<file path="src/design/sssd_pkg.sv">
// Shared types, segment codes and digit encoding for the scan display.
`default_nettype none
package sssd_pkg;

  localparam int unsigned DIGIT_COUNT_DEFAULT = 8;
  localparam int unsigned STORE_DEPTH = 8;

  localparam logic [7:0] SEG_DASH  = 8'hbf;
  localparam logic [7:0] SEG_BLANK = 8'hff;

  typedef enum logic [1:0] {
    MODE_KEEP     = 2'd0,
    MODE_INTERVAL = 2'd1,
    MODE_CLOCK    = 2'd2,
    MODE_RECORD   = 2'd3
  } mode_e;

  typedef struct packed {
    logic [1:0] display_mode;
    logic [6:0] interval_value;
    logic [4:0] hours;
    logic [5:0] minutes;
    logic [5:0] seconds;
    logic [3:0] record_index;
    logic [7:0] record_temperature;
  } in_item_t;

  typedef struct packed {
    logic [7:0] digit_select;
    logic [7:0] segment_pattern;
  } out_item_t;

  typedef logic [STORE_DEPTH-1:0][7:0] store_t;

  function automatic logic [7:0] seg_digit(input logic [3:0] digit);
    logic [7:0] code;
    unique case (digit)
      4'd0:    code = 8'hc0;
      4'd1:    code = 8'hf9;
      4'd2:    code = 8'ha4;
      4'd3:    code = 8'hb0;
      4'd4:    code = 8'h99;
      4'd5:    code = 8'h92;
      4'd6:    code = 8'h82;
      4'd7:    code = 8'hf8;
      4'd8:    code = 8'h80;
      4'd9:    code = 8'h90;
      default: code = SEG_BLANK;
    endcase
    return code;
  endfunction

  // Tens code in the upper byte, ones code in the lower byte.
  function automatic logic [15:0] pair_codes(input logic [7:0] value);
    logic [6:0]  v;
    logic [14:0] prod;
    logic [3:0]  tens;
    logic [6:0]  ones;
    v    = (value > 8'd99) ? 7'd99 : value[6:0];
    prod = 15'(v) * 15'd205;
    tens = prod[14:11];
    ones = v - (7'(tens) * 7'd10);
    return {seg_digit(tens), seg_digit(ones[3:0])};
  endfunction

endpackage
`default_nettype wire

</file>
<file path="src/design/seven_segment_scan_display.sv">
// Top level of the multiplexed seven-segment scan display.
// Each input item is one scan tick carrying the display mode and the values
// to show. The tick refreshes the eight-entry segment store, which MODE_KEEP
// leaves as it is, and then yields one result item: a one-hot digit select
// and the active-low segment byte of the current scan position, which then
// advances modulo DIGIT_COUNT. Both channels use valid and ready.
// An accepted item sits in an input register; from there the store refresh
// and digit selection are registered into the result register, and while
// the receiver is ready one item per cycle is sustained.
// When the receiver stalls, the result register holds its item and the
// input register takes one further item; ready then drops until the result
// is taken. Reset clears the store to all zero, the scan position to the
// first digit and both valid flags.
`default_nettype none
module seven_segment_scan_display
  import sssd_pkg::*;
#(
  parameter int unsigned DIGIT_COUNT = DIGIT_COUNT_DEFAULT
) (
  input  wire logic      clk_i,
  input  wire logic      rst_ni,
  input  wire logic      in_valid_i,
  output logic           in_ready_o,
  input  wire in_item_t  in_item_i,
  output logic           out_valid_o,
  input  wire logic      out_ready_i,
  output out_item_t      out_item_o
);

  localparam logic [2:0] SCAN_LAST = 3'(DIGIT_COUNT - 1);

  logic      in_valid_q;
  in_item_t  in_item_q;
  logic      out_valid_q;
  logic      out_valid_d;
  out_item_t out_item_q;
  store_t    store_q;
  store_t    store_d;
  logic [2:0] pos_q;
  logic [2:0] pos_d;
  logic      advance;

  sssd_refresh u_refresh (
    .item_i  (in_item_q),
    .store_i (store_q),
    .store_o (store_d)
  );

  assign advance    = in_valid_q && (!out_valid_q || out_ready_i);
  assign in_ready_o = !in_valid_q || advance;
  assign pos_d      = (pos_q == SCAN_LAST) ? 3'd0 : pos_q + 3'd1;
  assign out_valid_d = advance || (out_valid_q && !out_ready_i);

  always_ff @(posedge clk_i or negedge rst_ni) begin
    if (!rst_ni) begin
      in_valid_q  <= 1'b0;
      out_valid_q <= 1'b0;
      store_q     <= '0;
      pos_q       <= 3'd0;
    end else begin
      if (in_ready_o) begin
        in_valid_q <= in_valid_i;
      end
      out_valid_q <= out_valid_d;
      if (advance) begin
        store_q <= store_d;
        pos_q   <= pos_d;
      end
    end
  end

  always_ff @(posedge clk_i) begin
    if (in_ready_o && in_valid_i) begin
      in_item_q <= in_item_i;
    end
    if (advance) begin
      out_item_q.digit_select    <= 8'b1 << pos_q;
      out_item_q.segment_pattern <= store_d[pos_q];
    end
  end

  assign out_valid_o = out_valid_q;
  assign out_item_o  = out_item_q;

  a_select_onehot : assert property (@(posedge clk_i) disable iff (!rst_ni)
    out_valid_q |-> $onehot(out_item_q.digit_select))
    else $error("digit select is not one-hot");

  a_pos_in_range : assert property (@(posedge clk_i) disable iff (!rst_ni)
    pos_q <= SCAN_LAST)
    else $error("scan position beyond the last digit");

  a_wrap : assert property (@(posedge clk_i) disable iff (!rst_ni)
    (advance && pos_q == SCAN_LAST) |=> pos_q == 3'd0)
    else $error("scan position did not wrap");

  a_advance_result : assert property (@(posedge clk_i) disable iff (!rst_ni)
    advance |=> out_valid_q)
    else $error("processed item produced no result");

endmodule
`default_nettype wire

</file>
<file path="src/design/sssd_refresh.sv">
// Combinational refresh of the segment store from one scan tick item.
`default_nettype none
module sssd_refresh
  import sssd_pkg::*;
(
  input  wire in_item_t item_i,
  input  wire store_t   store_i,
  output store_t        store_o
);

  logic [15:0] interval_pair;
  logic [15:0] hour_pair;
  logic [15:0] minute_pair;
  logic [15:0] second_pair;
  logic [15:0] index_pair;
  logic [15:0] temp_pair;
  logic [7:0]  sep;

  always_comb begin
    interval_pair = pair_codes({1'b0, item_i.interval_value});
    hour_pair     = pair_codes({3'b000, item_i.hours});
    minute_pair   = pair_codes({2'b00, item_i.minutes});
    second_pair   = pair_codes({2'b00, item_i.seconds});
    index_pair    = pair_codes({4'b0000, item_i.record_index});
    temp_pair     = pair_codes(item_i.record_temperature);
    sep           = item_i.seconds[0] ? SEG_BLANK : SEG_DASH;

    store_o = store_i;
    unique case (item_i.display_mode)
      MODE_INTERVAL: begin
        store_o[0] = SEG_BLANK;
        store_o[1] = SEG_BLANK;
        store_o[2] = SEG_BLANK;
        store_o[3] = SEG_BLANK;
        store_o[4] = SEG_BLANK;
        store_o[5] = SEG_DASH;
        store_o[6] = interval_pair[15:8];
        store_o[7] = interval_pair[7:0];
      end
      MODE_CLOCK: begin
        store_o[0] = hour_pair[15:8];
        store_o[1] = hour_pair[7:0];
        store_o[2] = sep;
        store_o[3] = minute_pair[15:8];
        store_o[4] = minute_pair[7:0];
        store_o[5] = sep;
        store_o[6] = second_pair[15:8];
        store_o[7] = second_pair[7:0];
      end
      MODE_RECORD: begin
        store_o[0] = SEG_DASH;
        store_o[1] = index_pair[15:8];
        store_o[2] = index_pair[7:0];
        store_o[3] = SEG_BLANK;
        store_o[4] = SEG_BLANK;
        store_o[5] = SEG_DASH;
        store_o[6] = temp_pair[15:8];
        store_o[7] = temp_pair[7:0];
      end
      default: store_o = store_i;
    endcase
  end

endmodule
`default_nettype wire
</file>
<file path="config.mk">
export PLATFORM = sky130hd
export DESIGN_NAME = seven_segment_scan_display
export DESIGN_NICKNAME = d
export VERILOG_FILES = /design/src/design/sssd_pkg.sv /design/src/design/seven_segment_scan_display.sv /design/src/design/sssd_refresh.sv
export SDC_FILE = /design/constraint.sdc
export NUM_CORES = 1
export LEC_CHECK = 0
export ABC_AREA = 0
export BUFFER_PORTS_ARGS = -buffer_cell sky130_fd_sc_hd__buf_2
export CAP_MARGIN = 20
export CORE_UTILIZATION = 45
export CTS_CLUSTER_SIZE = 24
export DETAILED_ROUTE_END_ITERATION = 10
export SLEW_MARGIN = 30
export SYNTH_ARGS = -nofsm -noshare
export SYNTH_HDL_FRONTEND = slang
export SYNTH_SLANG_ARGS = --single-unit
</file>
<file path="constraint.sdc">
create_clock -name clk_i -period 8.8 [get_ports clk_i]
set_input_delay 1.76 -clock clk_i [delete_from_list [all_inputs] [get_ports clk_i]]
set_output_delay 1.76 -clock clk_i [all_outputs]
set_load 0.01 [all_outputs]
</file>
# Yosys cells after proc, flatten, opt, wreduce, memory -nomap -nowiden
# Memories as Yosys holds them, arrays and structs flattened.
# Cells that the tools add are included.
[totals]
register_bits = 123
mem_bits_ro = 1008
inputBits = 42
elab_cells = 80
mem_count = 10
[memory_table]
columns = ["memory", "depth", "word_bits", "read_ports", "rd_ports_with_merged_regs", "write_ports", "line", "source"]
rows = [
  ["(no name shown)", 16, 7, 1, 0, 0, "sssd_pkg.sv:37", "unique case (digit)"],
  ["(no name shown)", 16, 7, 1, 0, 0, "sssd_pkg.sv:37", ""],
  ["(no name shown)", 16, 7, 1, 0, 0, "sssd_pkg.sv:37", ""],
  ["(no name shown)", 16, 7, 1, 0, 0, "sssd_pkg.sv:37", ""],
  ["(no name shown)", 16, 7, 1, 0, 0, "sssd_pkg.sv:37", ""],
  ["(no name shown)", 16, 7, 1, 0, 0, "sssd_pkg.sv:37", ""],
  ["+4 memories", "--", "--", "--", "--", "--", "--", ""],
]
[classes]
n_addsub = 7
multipliers = 12
magnitude_cmp = 3
eq_ne = 7
shifts = 1
n_mux = 9
bitwise = 1
n_reduce_logical = 10
[op_table]
columns = ["op", "count"]
rows = [
  ["64-bit case mux with 3 select lines", 1],
  ["8-bit case mux with 4 select lines", 1],
  ["7-bit by 8-bit multiplier with 15-bit output (second input constant)", 2],
  ["6-bit by 8-bit multiplier with 14-bit output (second input constant)", 2],
  ["8-bit binary-select mux with 3-bit select", 1],
  ["4-bit subtractor", 6],
  ["7-bit two-way mux", 3],
  ["8-bit case mux with 2 select lines", 1],
  ["5-bit by 8-bit multiplier with 13-bit output (second input constant)", 1],
  ["4-bit by 8-bit multiplier with 12-bit output (second input constant)", 1],
  ["2-bit equality test (second input constant)", 4],
  ["8-bit by 7-bit > comparator with 1-bit output (second input constant)", 1],
  ["4-bit by 3-bit multiplier with 3-bit output (second input constant)", 2],
  ["8-bit two-way mux", 1],
  ["1-bit by 3-bit << shifter with 8-bit output (first input constant)", 1],
  ["7-bit > comparator (second input constant)", 1],
  ["3-bit by 3-bit multiplier with 3-bit output (second input constant)", 2],
  ["2-bit by 1-bit equality test with 1-bit output (second input constant)", 2],
  ["3-bit by 4-bit < comparator with 1-bit output (second input constant)", 1],
  ["3-bit by 1-bit adder with 3-bit output (second input constant)", 1],
  ["3-bit equality test (second input constant)", 1],
  ["1-bit logical AND", 3],
  ["1-bit zero test", 3],
  ["1-bit logical OR", 3],
  ["other kinds (5)", 5],
]

# Depth between registers and ports, before layout
# An unclocked memory read counts as a cell.
[depth]
depth_word = 9
mapped_depth = 27
ltp_nobuf = 27

# Modules after synthesis
# From an unflattened synthesis, not the netlist that was laid out.
[unflattened]
hier_cells = 1165
area_unflattened_um2 = 11803.8
[modules_own_cells]
columns = ["module", "instances", "cells_each", "area_each_um2", "seq_area_each_um2"]
rows = [
  ["sssd_refresh", 1, 899, 6952.9, 0.0],
  ["seven_segment_scan_display", 1, 266, 4850.9, 3348.2],
]

# Worst setup path before layout
# OpenSTA, ideal clock, no wires.
[synth_path]
kind = "register to register"
from = "reg in_item_q[32] (netlist name)"
to = "reg out_item_q, in the netlist out_item_o[5] (data pin)"
arrival_time_ps = 5861
slack_ps = 2668
path_stages_with_launch = 28
path_buffers = 1
cell_sequence = "edfxtp_1 -> nor3_1 -> nor2_1 -> or2_2 -> ha_1 -> inv_1 -> fa_1 -> inv_1 -> fa_1 -> ha_1 -> ha_1 -> o21ai_0 -> a21oi_1 -> o22ai_2 -> xor2_1 -> inv_1 -> ha_1 -> fa_1 -> xnor2_1 -> xnor2_1 -> xnor3_1 -> xnor2_1 -> buf_2 -> nand3_1 -> nand3_1 -> o211ai_1 -> a2111oi_2 -> o211ai_1"
[synth_between]
elab_chain_cells = 9
[synth_rtl]
columns = ["item", "line", "source"]
rows = [
  ["start: declaration", "seven_segment_scan_display.sv:33", "in_item_t in_item_q;"],
  ["start signal: assignment", "seven_segment_scan_display.sv:74", "in_item_q <= in_item_i;"],
  ["7-bit > comparator", "sssd_pkg.sv:59", "v = (value > 8'd99) ? 7'd99 : value[6:0];"],
  ["7-bit two-way mux *", "sssd_pkg.sv:59", ""],
  ["7-bit by 8-bit multiplier with 15-bit output", "sssd_pkg.sv:60", "prod = 15'(v) * 15'd205;"],
  ["4-bit by 3-bit multiplier with 3-bit output", "sssd_pkg.sv:62", "ones = v - (7'(tens) * 7'd10);"],
  ["4-bit subtractor", "sssd_pkg.sv:62", ""],
  ["memory read 16 x 7 bit", "--", ""],
  ["64-bit case mux with 3 select lines *", "sssd_refresh.sv:29", "unique case (item_i.display_mode)"],
  ["8-bit binary-select mux with 3-bit select *", "seven_segment_scan_display.sv:78", "out_item_q.segment_pattern <= store_d[pos_q];"],
  ["8-bit two-way mux (implied by the code) *", "seven_segment_scan_display.sv:78", ""],
  ["end: declaration", "seven_segment_scan_display.sv:36", "out_item_t out_item_q;"],
]
# Every way passes the cells marked *; elsewhere a longest branch is shown, timed or not. The select of a mux whose other input is x is not followed.
# A chain may end at the register's enable or synchronous reset.

# Worst setup path in the final report
[layout_path]
from = "reg in_item_q[34] (netlist name)"
to = "reg out_item_q, in the netlist out_item_o[6] (data pin)"
# Same word-level chain as after synthesis.

==> impl_metrics.py <==
metrics = {
    "run_status": {
        "outcome": "complete, but fails checks",
        "violations": "DRC",
    },
    "floorplanning": {
        "io_pins": 60,
        "die_w_um": 166,
        "initial_core_util": 0.462,
        "core_area_mm2": 0.0263,
        "dieArea_mm2": 0.0276,
        "die_h_um": 166,
        "num_rows": 59,
    },
    "yosys": {
        "yosys_warnings": 0,
        "postSynthCellCount": 1304,
        "synth_compound_area_frac": 0.190,
        "synthesis.nets": 1585,
        "async_reset_ff_frac": 0.561,
        "synth_area_mm2": 0.0121,
        "synth_top_family_by_area": "adder cells",
        "synth_edf_count": 54,
        "avgSynthCellArea_um2": 9.31,
        "ys.flop_type": "dfrtp_1",
        "synth_seq_cells": 123,
        "seq_area_frac_synth": 0.276,
        "synth-adder-area-share": 0.268,
        "synth_cell_type_count": 85,
        "synth-simple-area-share": 0.143,
        "synthMuxAreaShare": 0.0336,
        "synth_xor_area_frac": 0.0335,
    },
    "sta": {
        "rsz0062_at_grt": "no",
        "fin_ws_ns": 1.81,
        "timing.final.crit_share": 0.795,
        "slew_headroom": 0.315,
        "hold_violations": 0,
        "tns_ns": 0,
        "worst-slew-pin-transition_ns": 1.00,
        "setup_viol": 0,
        "fin_skew_ns": 0.00797,
        "final.min_clock_period_ns": 6.99,
        "drv_slew": 0,
        "fmax_mhz": 143,
    },
    "setup_path": {
        "crit_top_cell": "ha_1",
        "critPathRequiredTime_ns": 8.93,
        "critical_path_buf_inv_count": 3,
        "worst_setup_path_end_kind": "flop",
        "cp_slowest_cell": "xnor2_2",
        "critPathMaxFanout": 13,
        "worst_path_dominant_cell_family": "adder cells",
        "arrival_ns": 7.12,
        "startpoint_type": "flop",
        "max_stage_delay_ns": 0.52,
        "worstPathCellList": "nand2_1 -> and2_1 -> ha_1 -> ha_1 -> inv_1 -> fa_1 -> inv_1 -> fa_1 -> ha_1 -> and4_1 -> a41o_1 -> o22ai_2 -> xor2_1 -> inv_1 -> ha_1 -> fa_1 -> xnor2_1 -> xnor2_1 -> xnor3_1 -> xnor2_2 -> xnor2_1 -> nand2_1 -> a211oi_1 -> o2111ai_1",
        "crit_type": "reg2reg",
    },
    "grt": {
        "grt_usage": 0.226,
        "grt_pass1_wl_um": 50300,
        "grt_pass1_vias": 9704,
        "antenna_found_initial": 0,
        "grt_max_degree": 70,
        "globalRoute.totalOverflow": 0,
    },
    "power_and_ir_drop": {
        "total_leakage_power_nw": 6.03,
        "ir_drop_mv": 0.124,
        "power_density_mw_per_mm2": 262,
    },
    "cells_and_area": {
        "nets": 1621,
        "area_growth_pct": 9.99,
        "drive_gt1_frac": 0.122,
        "diodes": 0,
        "layout_commonest_cell": "ha_1",
        "final_cell_mix": "ha_1, inv_1, nor2_1",
    },
    "hold_path": {
        "hold_path.class": "reg2reg",
    },
    "route": {
        "first_pass_iters": 8,
        "viasPerCell": 5.78,
        "vias": 9764,
        "wl_per_cell_um": 17.7,
        "drt.antenna.violating_nets": 0,
        "drt-initial-drc-count": 664,
        "drc": 5,
        "routed_wl_um": 29800,
    },
    "cts": {
        "cts-root-buf": "clkbuf_16",
        "clock-sinks": 123,
        "cts_resized": 0,
        "clk_latency_ns": 0.42,
        "cts_hold_buffers": 0,
        "clockBufferDepth": 2,
        "cts_setup_buffers": 0,
        "numCtsBuffers": 17,
        "htree_levels": 4,
        "tritoncts": "done",
        "clk_pin_slew_worst_paths_ns": 0.07,
    },
    "place": {
        "gp_congestion": 0.862,
        "io_buffers": 59,
        "dp_hpwl_um": 22200,
        "dp_slack_ns": 1.59,
    },
    "run": {
        "cap_violations": 0,
    },
}
power breakdown:
group,switching (mW),total [mW],internal (mW)
combinational,1.20,1.97,0.770
sequential,0.0727,0.802,0.730
clock,0.312,0.719,0.407
total,1.58,3.49,1.91
layer usage:
| metal | global-route usage | wire, um | vias up | share of wire |
|---|---|---|---|---|
| li1 | - | - | 4826 | - |
| met1 | 0.306 | 14000 | 4651 | 0.47 |
| met2 | 0.377 | 14000 | 246 | 0.47 |
| met3 | 0.0296 | 1210 | 41 | 0.040 |
| met4 | 0.0648 | 620 | 0 | 0.021 |
| met5 | 0 | 0 | - | 0 |
final timing paths:
| check | end | slack, ns | cells past startpoint | from |
|---|---|---|---|---|
| setup / recovery | out_item_o[6] | 1.81 | 24 | in_item_q[34] |
| hold reg to reg | store_q[63] | 0.47 | 1 | store_q[63] |
| hold / removal | store_q[63] | 0.47 | 1 | store_q[63] |
| setup reg to reg | out_item_o[6] | 1.81 | 24 | in_item_q[34] |
| max in group asynchronous | store_q[10] | 6.87 | 2 | rst_ni |
| min in group asynchronous | store_q[55] | 1.42 | 2 | rst_ni |
cells in the mapped netlist, types with 16 or more instances:
cell type  instances  area (um^2)
a31oi_1           33          206
edfxtp_1          54         1620
nand3_1           29          145
o21ai_0           65          325
ha_1             204         2550
inv_1            123          462
and2_1            16          100
xnor2_1           24          210
a21oi_1           73          365
dfrtp_1           69         1730
mux2i_1           25          250
o211ai_1          17          128
nor3_1            30          150
nand2b_1          16          100
nand2_1           85          319
nor2_1            95          357
fa_1              35          701
or2_2             26          163
clkbuf_1          44          165
stage by stage:
stage / hold WS, ns / utilization / total power, mW / area [um^2] / cells
3_5_place_dp: 0.450 / 0.485 / 2.75 / 12700 / 1656
5_1_grt: 0.485 / 0.508 / 3.80 / 13400 / 1688
4_1_cts: 0.467 / 0.507 / 3.49 / 13300 / 1688
3_3_place_gp: 0.445 / 0.485 / 2.72 / 12700 / 1656
2_1_floorplan: 0.434 / - / 2.29 / 12100 / 1304
6_report: 0.466 / 0.508 / 3.49 / 13400 / 1688
layout make-up:
type                            instances  area [um^2]
Clock inverter                         13          119
Tap cell                              335          419
Sequential cell                       123         3350
Timing Repair Buffer                   70          382
Multi-Input combinational cell       1001         8130
Inverter                              127          477
Clock buffer                           19          475
Fill cell                            2486        12900
cell families after synthesis:
family | after synthesis
simple gates | 356
compound gates | 329
fa+ha+maj | 239
buf+inv | 180
flops | 123
xor+xnor | 41
mux | 36
registers in the layout, summed over array words and instances (netlist names):
signal,count
pos_q,3
out_valid_o,1
in_valid_q,1
store_q,64
in_item_q,38
out_item_o,16
Power figures use the tool's default switching activity.
